[config.mk]
export PLATFORM = sky130hd
export DESIGN_NAME = voice_channel_replacement
export DESIGN_NICKNAME = d
export VERILOG_FILES = /design/src/vcr_pkg.sv /design/src/voice_channel_replacement.sv
export VERILOG_INCLUDE_DIRS = /design/src /design/src/src
export SDC_FILE = /design/constraint.sdc
export NUM_CORES = 2
export LEC_CHECK = 0
export BUFFER_PORTS_ARGS = -buffer_cell sky130_fd_sc_hd__buf_2
export CORE_MARGIN = 3
export CORE_UTILIZATION = 45
export DETAILED_ROUTE_END_ITERATION = 8
export SYNTH_ARGS = -nofsm -noshare
export SYNTH_HDL_FRONTEND = slang
export SYNTH_SLANG_ARGS = --single-unit
export TNS_END_PERCENT = 100
[constraint.sdc]
create_clock -name clk_i -period 7 [get_ports clk_i]
set_clock_uncertainty 0.05 [all_clocks]
set_input_delay 1.05 -clock clk_i [delete_from_list [all_inputs] [get_ports clk_i]]
set_output_delay 1.05 -clock clk_i [all_outputs]
set_load 0.005 [all_outputs]
[src/voice_channel_replacement_assert.svh]
// Assertion macros for the voice channel allocator.
// Defining NO_ASSERTIONS removes every check.
`ifndef VOICE_CHANNEL_REPLACEMENT_ASSERT_SVH
`define VOICE_CHANNEL_REPLACEMENT_ASSERT_SVH
`ifndef NO_ASSERTIONS
`define VCR_ASSERT_IMP(label, clk, rst_n, ante, cons) \
  label: assert property (@(posedge clk) disable iff (!rst_n) (ante) |-> (cons)) \
    else $error("vcr: same-cycle check failed");
`define VCR_ASSERT_NEXT(label, clk, rst_n, ante, cons) \
  label: assert property (@(posedge clk) disable iff (!rst_n) (ante) |=> (cons)) \
    else $error("vcr: next-cycle check failed");
`else
`define VCR_ASSERT_IMP(label, clk, rst_n, ante, cons)
`define VCR_ASSERT_NEXT(label, clk, rst_n, ante, cons)
`endif
`endif

[src/vcr_pkg.sv]
`timescale 1ns / 1ps

package vcr_pkg;

  localparam int unsigned NUM_CHANNELS_DEF = 32;

  localparam int unsigned ENT_W  = 11;
  localparam int unsigned SUB_W  = 8;
  localparam int unsigned NOW_W  = 31;
  localparam int unsigned DUR_W  = 24;
  localparam int unsigned SLOT_W = 5;
  localparam int unsigned CHAN_W = 5;
  localparam int unsigned TIME_W = 32;

  // Remaining time that no entry can beat; it seeds the least-time search.
  localparam logic [TIME_W-1:0] LIFE_START = 32'h7fff_ffff;

  localparam logic [ENT_W-1:0] LISTENER_RST = '1;

  typedef struct packed {
    logic signed [ENT_W-1:0] owner;
    logic [SUB_W-1:0]        sub;
    logic [TIME_W-1:0]       end_time;
  } vcr_entry_t;

  typedef enum logic [1:0] {
    ST_IDLE,
    ST_SCAN,
    ST_COMMIT
  } vcr_state_e;

endpackage

[src/voice_channel_replacement.sv]
// Allocate beat: the table is read one entry a cycle through the registered read port and
// each entry is judged after its read; a sub-channel hit ends the scan early. Release beat:
// goes straight to the commit. A new beat is taken only back in idle, once its result is registered.
// A stalled result holds the commit, and with it the input, until it is taken.
// Reset (rst_ni low, asynchronous) empties the whole table at once through its
// per-entry flags and sets the listener to -1; there is no clearing pass.
`timescale 1ns / 1ps
`include "voice_channel_replacement_assert.svh"

module voice_channel_replacement #(
  parameter int unsigned NUM_CHANNELS = vcr_pkg::NUM_CHANNELS_DEF
) (
  input  logic                              clk_i,
  input  logic                              rst_ni,
  // Listener register
  input  logic                              cfg_we_i,
  input  logic signed [vcr_pkg::ENT_W-1:0]  cfg_wdata_i,
  // Request channel
  input  logic                              in_valid_i,
  output logic                              in_stall_o,
  input  logic                              func_i,
  input  logic signed [vcr_pkg::ENT_W-1:0]  entity_i,
  input  logic [vcr_pkg::SUB_W-1:0]         sub_channel_i,
  input  logic [vcr_pkg::NOW_W-1:0]         now_i,
  input  logic [vcr_pkg::DUR_W-1:0]         duration_i,
  input  logic [vcr_pkg::SLOT_W-1:0]        slot_i,
  // Result channel
  output logic                              out_valid_o,
  input  logic                              out_stall_i,
  output logic                              granted_o,
  output logic [vcr_pkg::CHAN_W-1:0]        channel_o
);

  import vcr_pkg::*;

  localparam int unsigned IdxW = (NUM_CHANNELS > 1) ? $clog2(NUM_CHANNELS) : 1;
  localparam int unsigned CntW = IdxW + 1;
  localparam logic [IdxW-1:0] LastIdx = IdxW'(NUM_CHANNELS - 1);
  localparam logic [CntW-1:0] NumCh   = CntW'(NUM_CHANNELS);

  // Control state
  vcr_state_e state_q, state_d;
  logic signed [ENT_W-1:0] listener_q;
  logic [NUM_CHANNELS-1:0] valid_q, valid_d;
  logic [CntW-1:0] rd_cnt_q, rd_cnt_d;
  logic ev_vld_q, ev_vld_d;
  logic pick_vld_q, pick_vld_d;
  logic out_valid_q, out_valid_d;

  // Request held for the duration of the scan
  logic func_q, func_d;
  logic signed [ENT_W-1:0] ent_q, ent_d;
  logic [SUB_W-1:0] sub_q, sub_d;
  logic [NOW_W-1:0] now_q, now_d;
  logic [DUR_W-1:0] dur_q, dur_d;
  logic [SLOT_W-1:0] slot_q, slot_d;

  // Scan bookkeeping and result
  logic [IdxW-1:0] ev_idx_q, ev_idx_d;
  logic [IdxW-1:0] pick_q, pick_d;
  logic [TIME_W-1:0] best_end_q, best_end_d;
  logic granted_q, granted_d;
  logic [CHAN_W-1:0] channel_q, channel_d;

  // The channel table: one synchronous memory with a registered read port. The
  // entry flags in valid_q double as the active marks; an entry whose flag is low
  // reads as the cleared value whatever the memory holds.
  vcr_entry_t mem_q [NUM_CHANNELS];
  vcr_entry_t rdata_q;
  logic rvalid_q;
  logic mem_we;
  vcr_entry_t mem_wdata;
  logic [IdxW-1:0] rd_addr;

  logic in_acc;
  logic out_free;
  logic slot_ok;

  // Entry under evaluation, with cleared entries folded in
  logic signed [ENT_W-1:0] e_own;
  logic [SUB_W-1:0] e_sub;
  logic [TIME_W-1:0] e_end;
  logic hit, skip, better, scan_done;

  assign in_acc   = in_valid_i && !in_stall_o;
  assign out_free = !out_valid_q || !out_stall_i;
  assign slot_ok  = 32'(slot_i) < 32'(NUM_CHANNELS);
  assign rd_addr  = rd_cnt_q[IdxW-1:0];

  // A sub-channel hit ends the scan at once. Otherwise active sounds of the
  // listener are protected from other requesters, and the least remaining time
  // wins. Comparing end times against a bound of now + LIFE_START is the same
  // as comparing remaining times, since now is fixed for the whole scan; the
  // strict compare keeps the lowest index on a tie.
  always_comb begin
    e_own     = rvalid_q ? rdata_q.owner    : '0;
    e_sub     = rvalid_q ? rdata_q.sub      : '0;
    e_end     = rvalid_q ? rdata_q.end_time : '0;
    hit       = (sub_q != '0) && (e_own == ent_q) && (e_sub == sub_q);
    skip      = rvalid_q && (e_own == listener_q) && (ent_q != listener_q);
    better    = !skip && (e_end < best_end_q);
    scan_done = ev_vld_q && (hit || (ev_idx_q == LastIdx));
  end

  // Next state
  always_comb begin
    state_d = state_q;
    case (state_q)
      ST_IDLE: begin
        if (in_acc) begin
          state_d = func_i ? ST_COMMIT : ST_SCAN;
        end
      end
      ST_SCAN: begin
        if (scan_done) begin
          state_d = ST_COMMIT;
        end
      end
      ST_COMMIT: begin
        if (out_free) begin
          state_d = ST_IDLE;
        end
      end
      default: begin
        state_d = ST_IDLE;
      end
    endcase
  end

  // Datapath and table updates
  always_comb begin
    func_d      = func_q;
    ent_d       = ent_q;
    sub_d       = sub_q;
    now_d       = now_q;
    dur_d       = dur_q;
    slot_d      = slot_q;
    rd_cnt_d    = rd_cnt_q;
    ev_vld_d    = 1'b0;
    ev_idx_d    = ev_idx_q;
    pick_d      = pick_q;
    pick_vld_d  = pick_vld_q;
    best_end_d  = best_end_q;
    valid_d     = valid_q;
    out_valid_d = out_valid_q && out_stall_i;
    granted_d   = granted_q;
    channel_d   = channel_q;
    mem_we      = 1'b0;
    mem_wdata   = '{owner: ent_q, sub: sub_q,
                    end_time: TIME_W'(now_q) + TIME_W'(dur_q)};

    case (state_q)
      ST_IDLE: begin
        if (in_acc) begin
          func_d     = func_i;
          ent_d      = entity_i;
          sub_d      = sub_channel_i;
          now_d      = now_i;
          dur_d      = duration_i;
          slot_d     = slot_i;
          rd_cnt_d   = '0;
          best_end_d = TIME_W'(now_i) + LIFE_START;
          pick_d     = IdxW'(slot_i);
          pick_vld_d = func_i && slot_ok;
        end
      end
      ST_SCAN: begin
        // One read is issued per cycle; the entry read last cycle is judged now.
        if (rd_cnt_q != NumCh) begin
          rd_cnt_d = rd_cnt_q + CntW'(1);
          ev_vld_d = 1'b1;
          ev_idx_d = rd_addr;
        end
        if (ev_vld_q) begin
          if (hit) begin
            pick_d     = ev_idx_q;
            pick_vld_d = 1'b1;
          end else if (better) begin
            best_end_d = e_end;
            pick_d     = ev_idx_q;
            pick_vld_d = 1'b1;
          end
        end
      end
      ST_COMMIT: begin
        if (out_free) begin
          out_valid_d = 1'b1;
          granted_d   = pick_vld_q;
          if (func_q) begin
            channel_d = slot_q;
            if (pick_vld_q) begin
              valid_d[pick_q] = 1'b0;
            end
          end else begin
            channel_d = pick_vld_q ? CHAN_W'(pick_q) : '0;
            if (pick_vld_q) begin
              valid_d[pick_q] = 1'b1;
              mem_we          = 1'b1;
            end
          end
        end
      end
      default: begin
      end
    endcase
  end

  // Outputs
  always_comb begin
    in_stall_o  = (state_q != ST_IDLE);
    out_valid_o = out_valid_q;
    granted_o   = granted_q;
    channel_o   = channel_q;
  end

  always_ff @(posedge clk_i or negedge rst_ni) begin
    if (!rst_ni) begin
      state_q     <= ST_IDLE;
      listener_q  <= LISTENER_RST;
      valid_q     <= '0;
      rd_cnt_q    <= '0;
      ev_vld_q    <= 1'b0;
      pick_vld_q  <= 1'b0;
      out_valid_q <= 1'b0;
    end else begin
      state_q     <= state_d;
      valid_q     <= valid_d;
      rd_cnt_q    <= rd_cnt_d;
      ev_vld_q    <= ev_vld_d;
      pick_vld_q  <= pick_vld_d;
      out_valid_q <= out_valid_d;
      if (cfg_we_i) begin
        listener_q <= cfg_wdata_i;
      end
    end
  end

  always_ff @(posedge clk_i) begin
    func_q     <= func_d;
    ent_q      <= ent_d;
    sub_q      <= sub_d;
    now_q      <= now_d;
    dur_q      <= dur_d;
    slot_q     <= slot_d;
    ev_idx_q   <= ev_idx_d;
    pick_q     <= pick_d;
    best_end_q <= best_end_d;
    granted_q  <= granted_d;
    channel_q  <= channel_d;
  end

  // Channel memory. Writes only happen in the commit cycle. The read port reads every cycle,
  // but only reads issued during a scan are judged, so a read that meets a write is never used.
  always_ff @(posedge clk_i) begin
    if (mem_we) begin
      mem_q[pick_q] <= mem_wdata;
    end
    rdata_q  <= mem_q[rd_addr];
    rvalid_q <= valid_q[rd_addr];
  end

  `VCR_ASSERT_NEXT(a_alloc_starts_scan, clk_i, rst_ni, in_acc && !func_i, (state_q == ST_SCAN) && (rd_cnt_q == '0))
  `VCR_ASSERT_IMP(a_eval_lags_read, clk_i, rst_ni, (state_q == ST_SCAN) && ev_vld_q, (CntW'(ev_idx_q) + CntW'(1)) == rd_cnt_q)
  `VCR_ASSERT_NEXT(a_commit_delivers, clk_i, rst_ni, (state_q == ST_COMMIT) && out_free, out_valid_q && (state_q == ST_IDLE))
  `VCR_ASSERT_NEXT(a_grant_marks_entry, clk_i, rst_ni, (state_q == ST_COMMIT) && out_free && !func_q && pick_vld_q, valid_q[$past(pick_q)])

endmodule
# == After elaboration in Yosys (flattened, before gate mapping) ==
# Memory sizes are Yosys's and may differ from the RTL's. A register that Yosys moved wholly into a read port is not among the register bits.
# Cells that the tools add are included.
# op_classes
n_addsub,3
n_eq_ne,16
mux,45
shift,0
div,0
mul,0
bitwise_logic,3
n_reduce_logical,27
magnitude_cmp,4
# ops
op,n
2-to-1 mux 32 bit,8
case mux 32 bit (2 select lines),1
adder 31 x 24 -> 32 bit,1
"adder 31 x 31 -> 32 bit, second input constant",1
bitwise AND 32 bit,1
less-than comparator 32 bit,1
NOT 32 bit,1
OR 32 bit,1
2-to-1 mux 5 bit,6
equality test 11 bit,2
2-to-1 mux 1 bit,16
"inequality test 2 bit, second input constant",7
"less-than comparator 5 x 6 -> 1 bit, second input constant",2
2-to-1 mux 6 bit,2
case mux 6 bit (2 select lines),1
2-to-1 mux 11 bit,1
inequality test 11 bit,1
case mux 5 bit (2 select lines),1
logical AND 1 bit,9
AND reduction 3 bit,3
equality test 8 bit,1
2-to-1 mux 2 bit,4
2-to-1 mux 8 bit,1
nonzero test 8 bit,1
other kinds (18),25
# totals
register_bits,183
in_bits,96
wordCells,118
memories,1
out_inout_bits,8
mem_bits_ro,0
mem_bits_rw,1632
latchBits,0
# memory_table
memory,words,word_bits,read_ports,rd_clocked_by_memory_dff,wr,line,source
mem_q,32,51,1,1,1,voice_channel_replacement.sv:68,vcr_entry_t mem_q [NUM_CHANNELS];

# == Logic depth before layout (Yosys ltp) ==
# logic_depth
word_depth,10
depth_mapped,11
mapped_depth_nobuf,10

# == Worst setup path before layout ==
# No wires, ideal clock.
# synth_timing
path_kind,input-to-reg
startpoint,input out_stall_i
endpoint,memory mem_q[10][0] (netlist bit) (enable)
n_path_buf,1
slack_ns,1.793
stages,5
setup_ns,0.460
t_arrival_ns,4.697
required_ns,6.490
cell_sequence,a21oi_1 > or3b_2 > or2_2 > clkbuf_1 > nor2_1
# synth_between
elab_chain_len,6
# synth_lines
element,line,source
from (decl),voice_channel_replacement.sv:29,"input logic out_stall_i,"
logical NOT 1 bit,voice_channel_replacement.sv:86,assign out_free = !out_valid_q || !out_stall_i;
logical OR 1 bit,voice_channel_replacement.sv:86,
2-to-1 mux 1 bit,voice_channel_replacement.sv:186,if (out_free) begin
2-to-1 mux 1 bit,voice_channel_replacement.sv:152,case (state_q)
2-to-1 mux 1 bit,voice_channel_replacement.sv:255,if (mem_we) begin
2-to-1 mux 1 bit (not written as such),voice_channel_replacement.sv:256,mem_q[pick_q] <= mem_wdata;
to (decl),voice_channel_replacement.sv:68,
# Every way passes these cells.

# == Worst setup path after layout ==
# layout_timing
startpoint,register state_q[0]
endpoint,memory mem_q[15][50] (netlist bit) (enable)
# layout_between
elab_chain_len,4
# layout_lines
element,line,source
from (decl),voice_channel_replacement.sv:42,"vcr_state_e state_q, state_d;"
from (signal assigned),voice_channel_replacement.sv:226,state_q <= state_d;
equality test 2 bit,voice_channel_replacement.sv:152,
2-to-1 mux 1 bit,voice_channel_replacement.sv:152,
2-to-1 mux 1 bit,voice_channel_replacement.sv:255,
2-to-1 mux 1 bit (not written as such),voice_channel_replacement.sv:256,
# Every way passes these cells.

==> out/metrics.yaml <==
synth_flop_cell: "edfxtp_1"
dr.pass1.iters: 5
synth.largest_area_cell: "edfxtp_1"
slew_headroom: 0.08942
layoutNonFillerInstCount: 5966
cts_htree_levels: 4
drt_iter0_drc: 4047
postSynthCellCount: 3412
finalCoreUtilization: 0.5181
routabilityCongestion: 0.8113
io_buffers: 103
clockBufferDepth: 3
synth.avg_cell_area_um2: 21.46
max_freq_mhz: 224.7
period_share: 0.6358
grt_pass1_wl_um: 258800
synth_edf_count: 1760
nNetsFinal: 3792
min_path_type: "primary input to flop"
grt_pass1_vias: 35130
period_needed_ns: 4.450
pin_count: 104
worstPathRequired_ns: 7.38
yosysTopAreaCellShare: 0.7218
num_rows: 147
antenna_found_initial: 27
layout_setup_ws_ns: 2.550
cts_root_buffer: "clkbuf_16"
finalWirelength_um: 179900
drive_above_1_share: 0.3026
fill_cells: 12530
report.final.slew_viol_count: 0
post_drt_wl_per_cell_um: 30.15
drtAntennaViolNets: 0
rsz0062_at_grt: "no"
cts_hold_buf: 0
start_util: 0.4545
drc_errors: 0
placed_area_um2: 77280
worstSetupPathType: "flop to flop"
cts_resized: 0
dieWidth_um: 409.4
core-area_um2: 161100
cp_max_fo: 31
grt-ovfl-total: 0
grt_max_degree: 129
cts_buffers: 190
synth-async-reset-ratio: 0.02894
synth.cell_area_um2: 73220
area_delta_synth_final_pct: 13.99
total_power_mw: 31.55
num_vias: 35040
clock_sinks: 1866
die_h_um: 409.4
ir_drop_v: 0.0002562
die_area_um2: 167600
worst-slew-pin-transition_ns: 1.366
holdWs_ns: 0.3410
finalHoldViolations: 0
maxCapViolCount: 0
crit_arrival_ns: 4.83
power.density_nw_per_um2: 377.9
hpwl_um: 105600
track_usage: 0.2162
syn_nets: 3567
fin_setup_tns_ns: 0
crit_path_end_kind: "flop"
synthTopCellsByArea: "edfxtp_1 72%, mux4_2 16%, dfrtp_1 1.5%"
clkTransAtPathRegs_ns: 0.06
yosys_warnings: 0
cts_tree: "yes"
setup_violations: 0
outcome: "completed"
yosys_register_bits: 1866
ys_seq_area_frac: 0.7546
most-common-layout-cells: "1760 x edfxtp_1, 520 x mux4_2, 190 x clkbuf_16, 103 x buf_2, 92 x nor2_1"
routed_via_density: 5.874
dpl.cell_count: 5605
postLayoutCellArea_um2: 83470
dpl_worst_slack_ns: 2.036
start_kind: "flop"
ys_types: 68
clkLatencyLatePin_ns: 0.83
final_common_cell: "edfxtp_1"
p_leak_nw: 26.21
postCtsSetupRepairBufs: 0
==> path summary, 6_finish.rpt <==
kind | from | end | slack, ns | cells past startpoint
min in group asynchronous | rst_ni | async pin | 0.38 | 2
max in group asynchronous | rst_ni | rd_cnt_q[0] | 5.92 | 2
max reg2reg | state_q[0] | mem_q[15][50] | 2.55 | 6
max | state_q[0] | mem_q[15][50] | 2.55 | 6
min reg2reg | flop | flop | 0.46 | 2
min | duration_i[20] | dur_q[20] | 0.34 | 1
==> where the power goes <==
part           total [mW]  switching [mW]  internal, mW
clock                9.96            4.28          5.68
sequential           14.5           0.418          14.1
combinational        7.07            4.30          2.77
total                31.5            9.00          22.5
==> registers in the layout, indices dropped and copies added, names as in the netlist, 2 cells and up, named ones only <==
signal and count:
rd_cnt_q 6, dur_q 24, channel_o 5, pick_q 5, mem_q 1632, listener_q 11
state_q 2, best_end_q 32, ent_q 11, slot_q 5, ev_idx_q 5, sub_q 8
rdata_q 51, now_q 31
==> synthesized netlist by cell type, types with 3 or more instances <==
master / number
a2111oi_0: 3
a211oi_1: 11
a21o_1: 16
a21oi_1: 57
a22oi_1: 5
a31oi_1: 7
and2_1: 31
and3_1: 8
buf_1: 43
clkbuf_1: 120
dfrtp_1: 43
dfstp_2: 11
dfxtp_1: 52
edfxtp_1: 1760
ha_1: 58
inv_1: 64
mux2_2: 60
mux4_2: 520
nand2_1: 64
nand2b_1: 6
nand3_1: 24
nand3b_1: 7
nand4_1: 12
nor2_1: 124
nor2b_1: 8
nor3_1: 25
nor4_1: 12
o2111ai_1: 7
o211ai_1: 8
o21a_1: 7
o21ai_0: 76
o221ai_1: 4
o22ai_1: 8
o31ai_1: 23
or2_2: 10
or3_1: 8
or4_1: 3
xnor2_1: 38
xor2_1: 29
==> area by class of cell <==
class,count,area [um^2],area share
Antenna cell,5,12.51,0.0001499
Clock buffer,256,5192,0.06221
Inverter,64,242.7,0.002908
Sequential cell,1866,55280,0.6622
Multi-Input combinational cell,1317,17610,0.2110
Timing Repair Buffer,198,1441,0.01727
Tap cell,2160,2703,0.03238
Clock inverter,100,985.9,0.01181
==> per-layer routing <==
metal  up-vias  GRT usage  share of wire
met5         -          0        0.00050
met4        14    0.05383          0.022
met3       224    0.06743          0.096
met2      1325     0.3212           0.46
met1     18770     0.3139           0.42
li1      14710          -              -
==> kinds of logic after synthesis <==
logic type,after synthesis,share of synthesized area
muxes,582,0.1694
and+or+nand+nor,351,0.02341
buffers and inverters,229,0.01186
AOI/OAI and AO/OA,258,0.02245
adders and majority gates,59,0.01018
DFF,1866,0.7546
xor gates and xnor gates,67,0.008014
==> worst max-delay path: stages (launching register included) <==
cell and delay [ns]:
dfrtp_1 0.46, nand2b_1 0.21, a21oi_1 0.64, nand4_1 0.63, or2_2 0.71, nor2_4 0.72, buf_4 0.59
(Power assumes the default switching activity.)
